--- src/rffe_bus_master_core_defines.svh ---
// Assertion macros shared by the bus master RTL.
// No dependencies; expects clk and arst_n in the including module.
`ifndef RFFE_BUS_MASTER_CORE_DEFINES_SVH
`define RFFE_BUS_MASTER_CORE_DEFINES_SVH

// same-cycle implication
`define RBM_ASSERT_NOW(lbl, ante, cons) \
	lbl: assert property (@(posedge clk) disable iff (!arst_n) (ante) |-> (cons)) \
	else $error("rbm check failed");

// next-cycle implication
`define RBM_ASSERT_NXT(lbl, ante, cons) \
	lbl: assert property (@(posedge clk) disable iff (!arst_n) (ante) |=> (cons)) \
	else $error("rbm check failed");

`endif

--- src/rbm_pkg.sv ---
// Shared constants, codes and types of the RFFE bus master.
// No dependencies.
package rbm_pkg;

	localparam int MAX_BYTES_DEF = 4;
	localparam int CMD_BITS      = 13;
	localparam int WORD_BITS     = 9;
	localparam int RX_W          = 36;
	localparam int IQ_DEPTH      = 4;
	localparam int OQ_DEPTH      = 2;

	localparam logic [7:0] EXT_LIMIT_RST = 8'hBE;

	localparam logic [1:0] KIND_REG_WR = 2'd0;
	localparam logic [1:0] KIND_REG_RD = 2'd1;
	localparam logic [1:0] KIND_EXT_WR = 2'd2;
	localparam logic [1:0] KIND_EXT_RD = 2'd3;

	localparam logic [2:0] OP_REG_WR = 3'b010;
	localparam logic [2:0] OP_REG_RD = 3'b011;
	localparam logic [3:0] OP_EXT_WR = 4'b0000;
	localparam logic [3:0] OP_EXT_RD = 4'b0010;

	typedef struct packed {
		logic start;
		logic addr_err;
		logic is_read;
		logic sdin;
	} ctl_t;

	typedef struct packed {
		logic            sdata_out;
		logic            sdata_oe;
		logic            sclk_pulse;
		logic            busy_res;
		logic            done_res;
		logic            read_valid;
		logic [RX_W-1:0] read_bits;
		logic            addr_error;
	} res_t;

endpackage

--- src/rbm_fifo.sv ---
// Small register FIFO used between front, back and the result port.
// No dependencies.
module rbm_fifo #(
	parameter int W     = 8,
	parameter int DEPTH = 2
) (
	input  logic         clk,
	input  logic         arst_n,
	input  logic         push,
	input  logic [W-1:0] din,
	input  logic         pop,
	output logic [W-1:0] dout,
	output logic         full,
	output logic         empty
);
	localparam int AW = (DEPTH > 1) ? $clog2(DEPTH) : 1;
	localparam int CW = $clog2(DEPTH + 1);

	logic [W-1:0]  mem_q [DEPTH];
	logic [AW-1:0] wr_q, rd_q;
	logic [CW-1:0] cnt_q;
	logic          do_push, do_pop;

	assign full    = (cnt_q == CW'(DEPTH));
	assign empty   = (cnt_q == '0);
	assign do_push = push && !full;
	assign do_pop  = pop && !empty;
	assign dout    = mem_q[rd_q];

	always_ff @(posedge clk) begin
		if (do_push) begin
			mem_q[wr_q] <= din;
		end
	end

	always_ff @(posedge clk or negedge arst_n) begin
		if (!arst_n) begin
			wr_q  <= '0;
			rd_q  <= '0;
			cnt_q <= '0;
		end else begin
			if (do_push) begin
				wr_q <= (wr_q == AW'(DEPTH - 1)) ? '0 : wr_q + 1'b1;
			end
			if (do_pop) begin
				rd_q <= (rd_q == AW'(DEPTH - 1)) ? '0 : rd_q + 1'b1;
			end
			case ({do_push, do_pop})
				2'b10:   cnt_q <= cnt_q + 1'b1;
				2'b01:   cnt_q <= cnt_q - 1'b1;
				default: cnt_q <= cnt_q;
			endcase
		end
	end

endmodule

--- src/rbm_front.sv ---
// Front end: classifies a bit-period item and builds the transmit frame.
// Depends on rbm_pkg.
module rbm_front #(
	parameter int MAX_BYTES = rbm_pkg::MAX_BYTES_DEF
) (
	input  logic                                          action,
	input  logic [1:0]                                    kind,
	input  logic [3:0]                                    slave_addr,
	input  logic [7:0]                                    target_reg,
	input  logic [2:0]                                    byte_count,
	input  logic [31:0]                                   write_data,
	input  logic                                          sdata_in,
	input  logic [7:0]                                    ext_limit,
	output rbm_pkg::ctl_t                                 ctl,
	output logic [rbm_pkg::CMD_BITS+rbm_pkg::WORD_BITS*(MAX_BYTES+1)-1:0] frame,
	output logic [$clog2(rbm_pkg::CMD_BITS+rbm_pkg::WORD_BITS*(MAX_BYTES+1)+1)-1:0] tx_len,
	output logic [$clog2(rbm_pkg::CMD_BITS+rbm_pkg::WORD_BITS*(MAX_BYTES+1)+1)-1:0] rx_len
);
	import rbm_pkg::*;

	localparam int TX_W = CMD_BITS + WORD_BITS * (MAX_BYTES + 1);
	localparam int CNT_W = $clog2(TX_W + 1);
	localparam int NB_W = ($clog2(MAX_BYTES + 1) > 4) ? $clog2(MAX_BYTES + 1) : 4;

	logic [7:0]           wb [MAX_BYTES];
	logic [WORD_BITS-1:0] wd [MAX_BYTES+1];
	logic [NB_W-1:0]      nb, nbm1;
	logic [CNT_W-1:0]     nb9;
	logic [11:0]          cmd;
	logic                 is_rd;

	genvar k;
	generate
		for (k = 0; k < MAX_BYTES; k++) begin : g_byte
			if (k < 4) begin : g_data
				assign wb[k] = write_data[8*k +: 8];
			end else begin : g_zero
				assign wb[k] = 8'h00;
			end
		end
	endgenerate

	always_comb begin
		nb = NB_W'(byte_count);
		if (nb == '0) begin
			nb = NB_W'(1);
		end
		if (nb > NB_W'(MAX_BYTES)) begin
			nb = NB_W'(MAX_BYTES);
		end
		nbm1 = nb - 1'b1;
		nb9  = (CNT_W'(nb) << 3) + CNT_W'(nb);
	end

	always_comb begin
		for (int w = 0; w <= MAX_BYTES; w++) begin
			wd[w] = '0;
		end
		cmd    = '0;
		is_rd  = 1'b0;
		tx_len = CNT_W'(CMD_BITS);
		rx_len = '0;
		case (kind)
			KIND_REG_WR: begin
				cmd    = {slave_addr, OP_REG_WR, target_reg[4:0]};
				wd[0]  = {write_data[7:0], ~^write_data[7:0]};
				tx_len = CNT_W'(CMD_BITS + WORD_BITS);
			end
			KIND_REG_RD: begin
				cmd    = {slave_addr, OP_REG_RD, target_reg[4:0]};
				is_rd  = 1'b1;
				rx_len = CNT_W'(WORD_BITS);
			end
			KIND_EXT_WR: begin
				cmd   = {slave_addr, OP_EXT_WR, nbm1[3:0]};
				wd[0] = {target_reg, ~^target_reg};
				for (int b = 0; b < MAX_BYTES; b++) begin
					if (NB_W'(b) < nb) begin
						wd[b+1] = {wb[b], ~^wb[b]};
					end
				end
				tx_len = CNT_W'(CMD_BITS + WORD_BITS) + nb9;
			end
			KIND_EXT_RD: begin
				cmd    = {slave_addr, OP_EXT_RD, nbm1[3:0]};
				wd[0]  = {target_reg, ~^target_reg};
				is_rd  = 1'b1;
				tx_len = CNT_W'(CMD_BITS + WORD_BITS);
				rx_len = nb9;
			end
			default: begin
				cmd = '0;
			end
		endcase
	end

	always_comb begin
		frame = '0;
		frame[TX_W-1 -: CMD_BITS] = {cmd, ~^cmd};
		for (int w = 0; w <= MAX_BYTES; w++) begin
			frame[TX_W-1-CMD_BITS-WORD_BITS*w -: WORD_BITS] = wd[w];
		end
	end

	assign ctl.start    = action;
	assign ctl.addr_err = kind[1] && (target_reg > ext_limit);
	assign ctl.is_read  = is_rd;
	assign ctl.sdin     = sdata_in;

endmodule

--- src/rbm_back.sv ---
// Back end: bus sequencer, one queued bit period per transfer into the result queue.
// Depends on rbm_pkg and rffe_bus_master_core_defines.svh.
`include "rffe_bus_master_core_defines.svh"
module rbm_back #(
	parameter int MAX_BYTES = rbm_pkg::MAX_BYTES_DEF
) (
	input  logic                                          clk,
	input  logic                                          arst_n,
	input  logic                                          item_valid,
	input  logic                                          out_space,
	input  rbm_pkg::ctl_t                                 ctl,
	input  logic [rbm_pkg::CMD_BITS+rbm_pkg::WORD_BITS*(MAX_BYTES+1)-1:0] frame,
	input  logic [$clog2(rbm_pkg::CMD_BITS+rbm_pkg::WORD_BITS*(MAX_BYTES+1)+1)-1:0] tx_len,
	input  logic [$clog2(rbm_pkg::CMD_BITS+rbm_pkg::WORD_BITS*(MAX_BYTES+1)+1)-1:0] rx_len,
	output logic                                          take,
	output rbm_pkg::res_t                                 res
);
	import rbm_pkg::*;

	localparam int TX_W = CMD_BITS + WORD_BITS * (MAX_BYTES + 1);
	localparam int CNT_W = $clog2(TX_W + 1);

	typedef enum logic [2:0] {
		PH_IDLE, PH_SSC2, PH_TX, PH_PARK, PH_RX, PH_PARK2
	} phase_t;

	phase_t          phase_q;
	logic [CNT_W-1:0] cnt_q, tx_len_q, rx_len_q;
	logic [TX_W-1:0]  tx_q;
	logic [RX_W-1:0]  rx_q;
	logic             is_rd_q;
	logic [CNT_W:0]   cnt_inc;

	assign take    = item_valid && out_space;
	assign cnt_inc = {1'b0, cnt_q} + 1'b1;

	always_comb begin
		res = '0;
		case (phase_q)
			PH_IDLE: begin
				if (ctl.start) begin
					if (ctl.addr_err) begin
						res.done_res   = 1'b1;
						res.addr_error = 1'b1;
					end else begin
						res.sdata_out = 1'b1;
						res.sdata_oe  = 1'b1;
						res.busy_res  = 1'b1;
					end
				end
			end
			PH_SSC2: begin
				res.sdata_oe = 1'b1;
				res.busy_res = 1'b1;
			end
			PH_TX: begin
				res.sdata_out  = tx_q[TX_W-1];
				res.sdata_oe   = 1'b1;
				res.sclk_pulse = 1'b1;
				res.busy_res   = 1'b1;
			end
			PH_PARK: begin
				res.sdata_oe   = 1'b1;
				res.sclk_pulse = 1'b1;
				res.busy_res   = 1'b1;
				res.done_res   = !is_rd_q;
			end
			PH_RX: begin
				res.sclk_pulse = 1'b1;
				res.busy_res   = 1'b1;
			end
			default: begin
				res.sclk_pulse = 1'b1;
				res.busy_res   = 1'b1;
				res.done_res   = 1'b1;
				res.read_valid = 1'b1;
				res.read_bits  = rx_q;
			end
		endcase
	end

	always_ff @(posedge clk or negedge arst_n) begin
		if (!arst_n) begin
			phase_q  <= PH_IDLE;
			cnt_q    <= '0;
			tx_q     <= '0;
			tx_len_q <= '0;
			rx_len_q <= '0;
			rx_q     <= '0;
			is_rd_q  <= 1'b0;
		end else if (take) begin
			case (phase_q)
				PH_IDLE: begin
					if (ctl.start && !ctl.addr_err) begin
						tx_q     <= frame;
						tx_len_q <= tx_len;
						rx_len_q <= rx_len;
						is_rd_q  <= ctl.is_read;
						rx_q     <= '0;
						phase_q  <= PH_SSC2;
					end
				end
				PH_SSC2: begin
					cnt_q   <= '0;
					phase_q <= PH_TX;
				end
				PH_TX: begin
					tx_q  <= tx_q << 1;
					cnt_q <= cnt_inc[CNT_W-1:0];
					if (cnt_inc >= {1'b0, tx_len_q}) begin
						phase_q <= PH_PARK;
					end
				end
				PH_PARK: begin
					cnt_q   <= '0;
					phase_q <= is_rd_q ? PH_RX : PH_IDLE;
				end
				PH_RX: begin
					rx_q  <= {rx_q[RX_W-2:0], ctl.sdin};
					cnt_q <= cnt_inc[CNT_W-1:0];
					if (cnt_inc >= {1'b0, rx_len_q}) begin
						phase_q <= PH_PARK2;
					end
				end
				default: begin
					cnt_q   <= '0;
					phase_q <= PH_IDLE;
				end
			endcase
		end
	end

	`RBM_ASSERT_NOW(a_tx_in_range, take && phase_q == PH_TX, cnt_q < tx_len_q)
	`RBM_ASSERT_NXT(a_reject_idle, take && res.addr_error, phase_q == PH_IDLE)
	`RBM_ASSERT_NXT(a_done_idle, take && res.done_res, phase_q == PH_IDLE && cnt_q == '0)
	`RBM_ASSERT_NXT(a_hold, !take, $stable(phase_q) && $stable(cnt_q))

endmodule

--- src/rffe_bus_master_core.sv ---
// RFFE-style bus master, one transfer per bus bit period.
// Input push/full and result empty/pop behave as FIFOs; a cfg channel sets
// the highest accepted extended register address (reset 0xBE).
// Each pushed item is one bit period and yields exactly one result item.
// A start item while idle sends a sequence start, a command frame with odd
// parity, address and data words, a bus park and, on reads, the read bits
// and a second park. Rejected extended addresses give done and addr_error.
// A result reaches the result port through the input queue, then the
// sequencer, which writes it into the result queue where it can be popped.
// Throughput: one item per cycle while pop keeps up; the sequencer takes
// one queued item per cycle when the result queue has room.
// When pop stalls the 2-entry result queue fills, the sequencer holds and
// the 4-entry input queue absorbs pushes until full rises.
// Reset clears both queues and the sequencer (idle) and sets the limit register to 0xBE.
// Config writes are accepted every cycle (cfg_ready high).
// Depends on rbm_pkg, rbm_fifo, rbm_front and rbm_back.
module rffe_bus_master_core #(
	parameter int MAX_BYTES = rbm_pkg::MAX_BYTES_DEF
) (
	input  logic        clk,
	input  logic        arst_n,
	input  logic        push,
	output logic        full,
	input  logic        action,
	input  logic [1:0]  kind,
	input  logic [3:0]  slave_addr,
	input  logic [7:0]  target_reg,
	input  logic [2:0]  byte_count,
	input  logic [31:0] write_data,
	input  logic        sdata_in,
	output logic        empty,
	input  logic        pop,
	output logic        sdata_out,
	output logic        sdata_oe,
	output logic        sclk_pulse,
	output logic        busy_res,
	output logic        done_res,
	output logic        read_valid,
	output logic [35:0] read_bits,
	output logic        addr_error,
	input  logic        cfg_valid,
	output logic        cfg_ready,
	input  logic [7:0]  cfg_data
);
	import rbm_pkg::*;

	localparam int TX_W  = CMD_BITS + WORD_BITS * (MAX_BYTES + 1);
	localparam int CNT_W = $clog2(TX_W + 1);
	localparam int IT_W  = $bits(ctl_t) + TX_W + 2 * CNT_W;

	logic [7:0]       limit_q;
	ctl_t             f_ctl, b_ctl;
	logic [TX_W-1:0]  f_frame, b_frame;
	logic [CNT_W-1:0] f_tx_len, f_rx_len, b_tx_len, b_rx_len;
	logic [IT_W-1:0]  iq_dout;
	logic             iq_empty, oq_full, take, out_space;
	res_t             b_res, o_res;

	assign cfg_ready = 1'b1;

	always_ff @(posedge clk or negedge arst_n) begin
		if (!arst_n) begin
			limit_q <= EXT_LIMIT_RST;
		end else if (cfg_valid && cfg_ready) begin
			limit_q <= cfg_data;
		end
	end

	rbm_front #(.MAX_BYTES(MAX_BYTES)) u_front (
		.action    (action),
		.kind      (kind),
		.slave_addr(slave_addr),
		.target_reg(target_reg),
		.byte_count(byte_count),
		.write_data(write_data),
		.sdata_in  (sdata_in),
		.ext_limit (limit_q),
		.ctl       (f_ctl),
		.frame     (f_frame),
		.tx_len    (f_tx_len),
		.rx_len    (f_rx_len)
	);

	rbm_fifo #(.W(IT_W), .DEPTH(IQ_DEPTH)) u_iq (
		.clk   (clk),
		.arst_n(arst_n),
		.push  (push),
		.din   ({f_ctl, f_frame, f_tx_len, f_rx_len}),
		.pop   (take),
		.dout  (iq_dout),
		.full  (full),
		.empty (iq_empty)
	);

	assign {b_ctl, b_frame, b_tx_len, b_rx_len} = iq_dout;
	assign out_space = !oq_full;

	rbm_back #(.MAX_BYTES(MAX_BYTES)) u_back (
		.clk       (clk),
		.arst_n    (arst_n),
		.item_valid(!iq_empty),
		.out_space (out_space),
		.ctl       (b_ctl),
		.frame     (b_frame),
		.tx_len    (b_tx_len),
		.rx_len    (b_rx_len),
		.take      (take),
		.res       (b_res)
	);

	rbm_fifo #(.W($bits(res_t)), .DEPTH(OQ_DEPTH)) u_oq (
		.clk   (clk),
		.arst_n(arst_n),
		.push  (take),
		.din   (b_res),
		.pop   (pop),
		.dout  (o_res),
		.full  (oq_full),
		.empty (empty)
	);

	assign sdata_out  = o_res.sdata_out;
	assign sdata_oe   = o_res.sdata_oe;
	assign sclk_pulse = o_res.sclk_pulse;
	assign busy_res   = o_res.busy_res;
	assign done_res   = o_res.done_res;
	assign read_valid = o_res.read_valid;
	assign read_bits  = o_res.read_bits;
	assign addr_error = o_res.addr_error;

endmodule
--- config.mk ---
export PLATFORM = sky130hd
export DESIGN_NAME = rffe_bus_master_core
export DESIGN_NICKNAME = d
export VERILOG_FILES = /design/src/rbm_pkg.sv /design/src/rbm_fifo.sv /design/src/rbm_front.sv /design/src/rbm_back.sv /design/src/rffe_bus_master_core.sv
export VERILOG_INCLUDE_DIRS = /design/src /design/src/src
export SDC_FILE = /design/constraint.sdc
export NUM_CORES = 1
export LEC_CHECK = 0
export ABC_AREA = 1
export BUFFER_PORTS_ARGS = -buffer_cell sky130_fd_sc_hd__buf_2
export CAP_MARGIN = 10
export CELL_PAD_IN_SITES_DETAIL_PLACEMENT = 1
export CELL_PAD_IN_SITES_GLOBAL_PLACEMENT = 1
export CORE_MARGIN = 10
export CORE_UTILIZATION = 46
export CTS_BUF_LIST = sky130_fd_sc_hd__clkbuf_2
export CTS_CLUSTER_DIAMETER = 40
export DETAILED_ROUTE_END_ITERATION = 8
export PLACE_DENSITY_LB_ADDON = 0.1
export SLEW_MARGIN = 20
export SYNTH_ARGS = -nofsm -noshare
export SYNTH_HDL_FRONTEND = slang
export SYNTH_SLANG_ARGS = --single-unit
--- constraint.sdc ---
create_clock -name clk -period 4.4 [get_ports clk]
set_clock_uncertainty 0.05 [all_clocks]
set_input_delay 0.66 -clock clk [delete_from_list [all_inputs] [get_ports clk]]
set_output_delay 0.66 -clock clk [all_outputs]
set_load 0.1 [all_outputs]
Word level (Yosys, flattened, before mapping)
Memory sizes are Yosys's and may differ from the RTL's.
Index checks and enable logic that the tools add are counted.
W data, S select, Z words.
{ "word_totals": {"reg_bits": 135, "mem_bits_rw": 382, "inputBits": 64, "out_inout_bits": 46, "wordCells": 141, "mem_count": 2} }
{ "classes": {"n_addsub": 12, "n_lt_le_gt_ge": 8, "eq_ne": 18, "mux": 45, "n_bitwise": 1, "n_reduce_logical": 41} }
{ "mem_list": {"columns": ["memory", "words", "word_bits", "read_ports", "rd_clocked_by_memory_dff", "wr", "line", "source"], "rows": [
  ["u_iq.mem_q", 4, 74, 1, 0, 1, "rbm_fifo.sv:19", "logic [W-1:0] mem_q [DEPTH];"],
  ["u_oq.mem_q", 2, 43, 1, 0, 1, "rbm_fifo.sv:19", null]
]} }
{ "op_table": {"columns": ["op", "n"], "rows": [
  ["$pmux W58 S2", 1],
  ["$mux W36", 2],
  ["$pmux W36 S2", 1],
  ["$mux W58", 1],
  ["$pmux W12 S4", 1],
  ["$reduce_xnor A8 Y1", 5],
  ["$mux W37", 1],
  ["$mux W9", 4],
  ["$pmux W6 S2", 3],
  ["$pmux W9 S2", 1],
  ["$mux W3", 5],
  ["$pmux W3 S5", 1],
  ["$eq A2 B2 Y1 const B", 7],
  ["$ge A7 B6 Y1", 2],
  ["$mux W1", 13],
  ["$reduce_xnor A12 Y1", 1],
  ["$mux W2", 5],
  ["$reduce_or A2 Y1", 5],
  ["$logic_not A3 Y1", 3],
  ["$reduce_and A3 Y1", 3],
  ["$gt A8 B8 Y1", 1],
  ["$lt A1 B4 Y1 const A", 2],
  ["$lt A2 B4 Y1 const A", 2],
  ["$reduce_bool A2 Y1", 4],
  ["28 further kinds", 51]
]} }

Longest topological paths before layout
{ "logic_depth": {"word_depth": 7, "ltp_mapped": 16, "depth_no_buf": 15} }

Cells and area by module
From an unflattened synthesis, not the netlist that was laid out.
{ "hier_totals": {"hier_cells": 2250, "hier_area_um2": 23455.0} }
{ "by_module_without_submodules": {"columns": ["mod", "instances", "cells_per_inst", "area_each_um2", "seq_area_each_um2"], "rows": [
  ["rbm_fifo at u_iq", 1, 924, 12233.0, 9063.7],
  ["rbm_back", 1, 710, 5730.5, 2902.8],
  ["rbm_fifo at u_oq", 1, 257, 3393.3, 2682.6],
  ["rbm_front", 1, 321, 1766.7, 0.0],
  ["rffe_bus_master_core", 1, 38, 331.6, 207.7]
]} }

Least setup slack after synthesis
Ideal clock, no wire load.
{ "synth_path": {"kind": "reg-to-reg", "start": "register u_iq.cnt_q[2]", "end": "memory u_iq.mem_q[0][10] (netlist bit) (enable)", "setup_time_ns": 0.499, "arrival_time_ns": 4.230, "t_required_ns": 3.851, "path_slack_ns": -0.378, "path_stages_with_launch": 6, "path_buffers": 0, "synth_period_minus_slack_ns": 4.778, "path_cell_list": "dfrtp_1 > inv_1 > nor3_1 > nor2_1 > inv_1 > nor2_1"} }
{ "synth_via": {"elab_chain_len": 5} }
{ "synth_lines": {"columns": ["element", "line", "source"], "rows": [
  ["from (decl)", "rbm_fifo.sv:21", "logic [CW-1:0] cnt_q;"],
  ["from (signal assigned)", "rbm_fifo.sv:49", "2'b10: cnt_q <= cnt_q + 1'b1;"],
  ["from (signal assigned)", "rbm_fifo.sv:50", "2'b01: cnt_q <= cnt_q - 1'b1;"],
  ["from (signal assigned)", "rbm_fifo.sv:51", "default: cnt_q <= cnt_q;"],
  ["$eq A3 B3 Y1", "rbm_fifo.sv:24", "assign full = (cnt_q == CW'(DEPTH));"],
  ["net full", "rffe_bus_master_core.sv:23", "output logic full,"],
  ["$logic_not A1 Y1", "rbm_fifo.sv:26", "assign do_push = push && !full;"],
  ["$logic_and A1 B1 Y1", "rbm_fifo.sv:26", null],
  ["$mux W1", "rbm_fifo.sv:31", "if (do_push) begin"],
  ["$mux W1 (implied by the code)", "rbm_fifo.sv:32", "mem_q[wr_q] <= din;"],
  ["to (decl)", "rbm_fifo.sv:19", null]
]} }
The timed path passes the listed nets, and every way through them passes these cells.

Worst setup path in the final report
{ "layout_path": {"start": "register u_oq.rd_q", "end": "output read_bits[3]"} }
{ "layout_via": {"elab_chain_len": 1} }
{ "layout_lines": {"columns": ["element", "line", "source"], "rows": [
  ["from (decl)", "rbm_fifo.sv:20", "logic [AW-1:0] wr_q, rd_q;"],
  ["from (signal assigned)", "rbm_fifo.sv:46", "rd_q <= (rd_q == AW'(DEPTH - 1)) ? '0 : rd_q + 1'b1;"],
  ["$mem_v2 Z2 W43", null, null],
  ["to (decl)", "rffe_bus_master_core.sv:39", "output logic [35:0] read_bits,"]
]} }
No other way between the ends.

==> results by group <==
Synth
  – Mux share of post-synthesis cell area: 0.0276
  – Top_reg_cell synth: edfxtp_1
  – Cell area after synthesis: 21,100 um2
  – Mean Syn Cell Area: 11.5 um2
  – #FFs+latches synth: 498
  – Synth Area in Compound Gates: 0.0969
  – Synth Instances: 1,830
  – Number of synthesized flops with an enable pin: 366
  – Seq/Total Area, Yosys: 0.678
  – Largest family of logic cells by synthesized area: simple AND/OR/NAND/NOR gates
  – Syn. warnings: 0
  – Area leader, netlist: edfxtp_1
  – Synth top area cells: edfxtp_1, dfrtp_1, nand2_1
  – XOR/XNOR share of the synthesized area: 0.0179
  – Cell variety after synth: 41
  – Share of the synthesized area in the top cell type: 0.521
  – Post-synth net total: 1,931
  – Adder-cell share of the synthesized area: 0.0223
  – Synth Area in Simple Gates: 0.109
  – Asr flop ratio synth: 0.265

Final layout
  – Final core utilization: 0.536
  – P&R area growth vs syn: 15.3%
  – Fillers: 4,949
  – Final net count: 2,193
  – Area of the multi-input gates: 5830 um2
  – Share of layout cells above drive strength 1: 0.175
  – Sequential Area: 14,300 um2

STA
  – F_max: 279 MHz
  – Setup TNS: 0 ns
  – Fin crit share: 0.816
  – Final setup vio count: 0
  – RSZ-0062 raised after global routing: false
  – Slew Limit Fails: 0
  – Slew HR: 0.327
  – Min cycle time layout: 3.59 ns
  – Setup ws final: 0.810 ns
  – Worst-Margin Slew: 1.01 ns
  – Hold Fails Final Rpt: 0

Clocking
  – Clock slew at reported path FFs: 0.10 ns
  – Worst-Skew Late Latency: 1.25 ns
  – Max clock buf depth: 3
  – CTS sink count: 498
  – Post-CTS resize count: 0
  – CTS Buf Count: 132
  – CTS tree: done
  – Root Buffer: clkbuf_2
  – H-tree Lvls: 4

Run status
  – Status: complete, no violations

Global route
  – Largest net degree at the start of global routing: 95
  – First-pass GRT wire length: 84,300 um
  – Vias in the first global route: 15,800
  – Initial antenna violation count: 2
  – GRT overflow: 0
  – Global Route Usage Sum: 0.198

Drt
  – Average wire per standard cell: 18.8 um
  – Final wirelength: 52,600 um
  – Drt initial violations: 690
  – DR vias: 14,500
  – Antenna viol nets, final: 0
  – First-pass DRT Iterations: 5
  – DRC violations left: 0
  – Avg Vias per Cell: 5.17

Placed design
  – Dpl hpwl: 31,300 um
  – GPL Wtd Cong: 0.785
  – Pre-CTS WS: 1.40 ns
  – Input/output buffers: 108

Setup path
  – Slowest library cell on the worst path: inv_2
  – Critical Path Sink Type: primary output
  – CP required: 3.69 ns
  – Worst path max stage delay: 0.57 ns
  – Critical path class: reg -> out
  – Crit Path Max Fanout: 44
  – Crit path buf inv count: 2
  – Worst setup SP type: flop
  – CP arrival: 2.88 ns
  – Worst-path cell chain: inv_2 -> nand2_1 -> nand2_1 -> buf_2
  – Most used cell along the critical path: nand2_1
  – Cell family with most CP delay: buffers and inverters

Power and ir drop
  – Sequential share of power: 0.390
  – Pleak: 9.93 nW
  – Clk pwr share: 0.181
  – Comb pwr share: 0.429
  – Worst IR Drop VDD: 1.01 mV
  – Pwr Density: 734 nW/um2
  – Sw Pwr: 8.19 mW
  – Pwr Total: 17.9 mW
  – Sw Share: 0.459
  – Power Internal: 9.67 mW

Floorplan
  – Die area: 54,800 um2
  – Boundary Pins: 110
  – Row Count: 78
  – Die width: 234 um
  – Initial core utilization: 0.465
  – Core ar.: 45,400 um2
  – Die Y: 234 um

Min path
  – Worst hold path type: in -> reg

Job
  – Max Cap Viol: 0
-- repair_timing --
item,4_1_cts,5_1_grt
endpoints found under the hold margin,385,0
hold buffers,87,0
setup buffers,0,0
setup endpoints to repair,0,0
-- stage by stage --
step,hold WS (ns),std cells,instance area [um2]
3_5_place_dp,0.425,2471,22200
2_1_floorplan,0.314,1830,21100
4_1_cts,0.0316,2796,24300
6_report,0.213,2798,24300
3_3_place_gp,0.417,2471,22200
5_1_grt,0.105,2797,24300
-- kinds of logic (layout without fill, tap and decap cells) --
kind of cell | count (synthesis) | in the layout
compound gates | 374 | 374
simple gates | 578 | 578
xor+xnor | 43 | 43
fa+ha+maj | 37 | 37
flops | 498 | 498
buf+inv | 241 | 607
other cells | 1 | 3
mux | 58 | 58
-- synthesized netlist by cell type, types with 3 or more instances --
master,count
edfxtp_1,366
nand2_1,293
nor2_1,239
o21ai_0,165
inv_1,147
dfrtp_1,126
o22ai_1,110
mux2i_1,56
clkbuf_1,53
o21ai_1,51
a21oi_1,36
ha_1,36
xnor2_1,31
buf_2,16
nand3_1,16
nand4_1,12
xor2_1,12
buf_6,9
inv_2,7
dfstp_2,6
buf_4,5
buf_1,4
nand2_2,3
nand3b_1,3
nor2_2,3
o211ai_1,3
-- routing by layer --
metal | up-vias | wire [um] | global-route usage
met5 | - | 0 | 0
met4 | 0 | 1030 | 0.0794
met3 | 69 | 2190 | 0.0457
met2 | 269 | 26600 | 0.339
met1 | 7208 | 22800 | 0.237
li1 | 6933 | - | -
-- worst reg2reg max path: cells and delay by family, from the launching register on --
family	cells	cell delay [ns]
flops	1	0.43
compound gates	2	0.33
buf+inv	2	0.99
simple gates	4	0.86
-- layout by cell type, fill, tap and decap left out, drive strengths merged, types with 3 or more instances in the layout --
cell type | synthesis | final
edfxtp | 366 | 366
nand2 | 297 | 297
nor2 | 244 | 244
o21ai | 218 | 218
clkbuf | 53 | 200
inv | 154 | 160
buf | 34 | 129
dfrtp | 126 | 126
o22ai | 110 | 110
dlygate4sd3 | 0 | 86
mux2i | 56 | 56
a21oi | 36 | 36
ha | 36 | 36
xnor2 | 31 | 31
clkinv | 0 | 29
nand3 | 17 | 17
nand4 | 13 | 13
xor2 | 12 | 12
dfstp | 6 | 6
o211ai | 3 | 3
nand3b | 3 | 3
-- sequential cells by signal (all words and copies together), names as in the netlist --
signal,count
limit_q,8
u_back.cnt_q,6
u_back.is_rd_q,1
u_back.phase_q,3
u_back.rx_len_q,3
u_back.rx_q,36
u_back.tx_len_q,6
u_back.tx_q,58
u_iq.cnt_q,3
u_iq.mem_q,280
u_iq.rd_q,2
u_iq.wr_q,2
u_oq.cnt_q,2
u_oq.mem_q,86
u_oq.rd_q,1
u_oq.wr_q,1
-- power groups by stage --
stage / Sequential (mW) / Combinational, mW / Clock (mW)
floorplan: 7.01 / 5.94 / 0
global route: 7.10 / 8.43 / 3.61
global placement: 7.02 / 7.49 / 0
detailed placement: 7.08 / 7.71 / 0
finish: 6.97 / 7.66 / 3.23
CTS: 6.98 / 7.79 / 3.36
-- worst paths after layout --
check / startpoint / endpoint / slack (ns) / cells after the start
setup / recovery: u_oq.rd_q$_DFFE_PN0P_ / read_bits[3] / 0.81 / 4
hold / removal: action / u_iq.mem_q[0][73]$_DFFE_PP_ / 0.21 / 2
setup reg to reg: u_iq.rd_q[0]$_DFFE_PN0P_ / u_back.tx_q[1]$_DFFE_PN0P_ / 1.64 / 8
hold reg to reg: u_back.tx_q[5]$_DFFE_PN0P_ / u_back.tx_q[5]$_DFFE_PN0P_ / 0.44 / 2
max in group asynchronous: arst_n / u_iq.rd_q[0]$_DFFE_PN0P_ / 3.20 / 4
min in group asynchronous: arst_n / u_back.tx_len_q[2]$_DFFE_PN0P_ / 0.43 / 3
-- final cells by class --
| cell class | instances | share of cell area |
|---|---|---|
| Antenna cell | 2 | 0.000206 |
| Clock buffer | 200 | 0.0411 |
| Clock inverter | 38 | 0.00859 |
| Inverter | 154 | 0.0238 |
| Multi-Input combinational cell | 1091 | 0.240 |
| Sequential cell | 498 | 0.588 |
| Tap cell | 600 | 0.0309 |
| Timing Repair Buffer | 215 | 0.0677 |
Note: power is estimated with default switching activity, not from simulation.
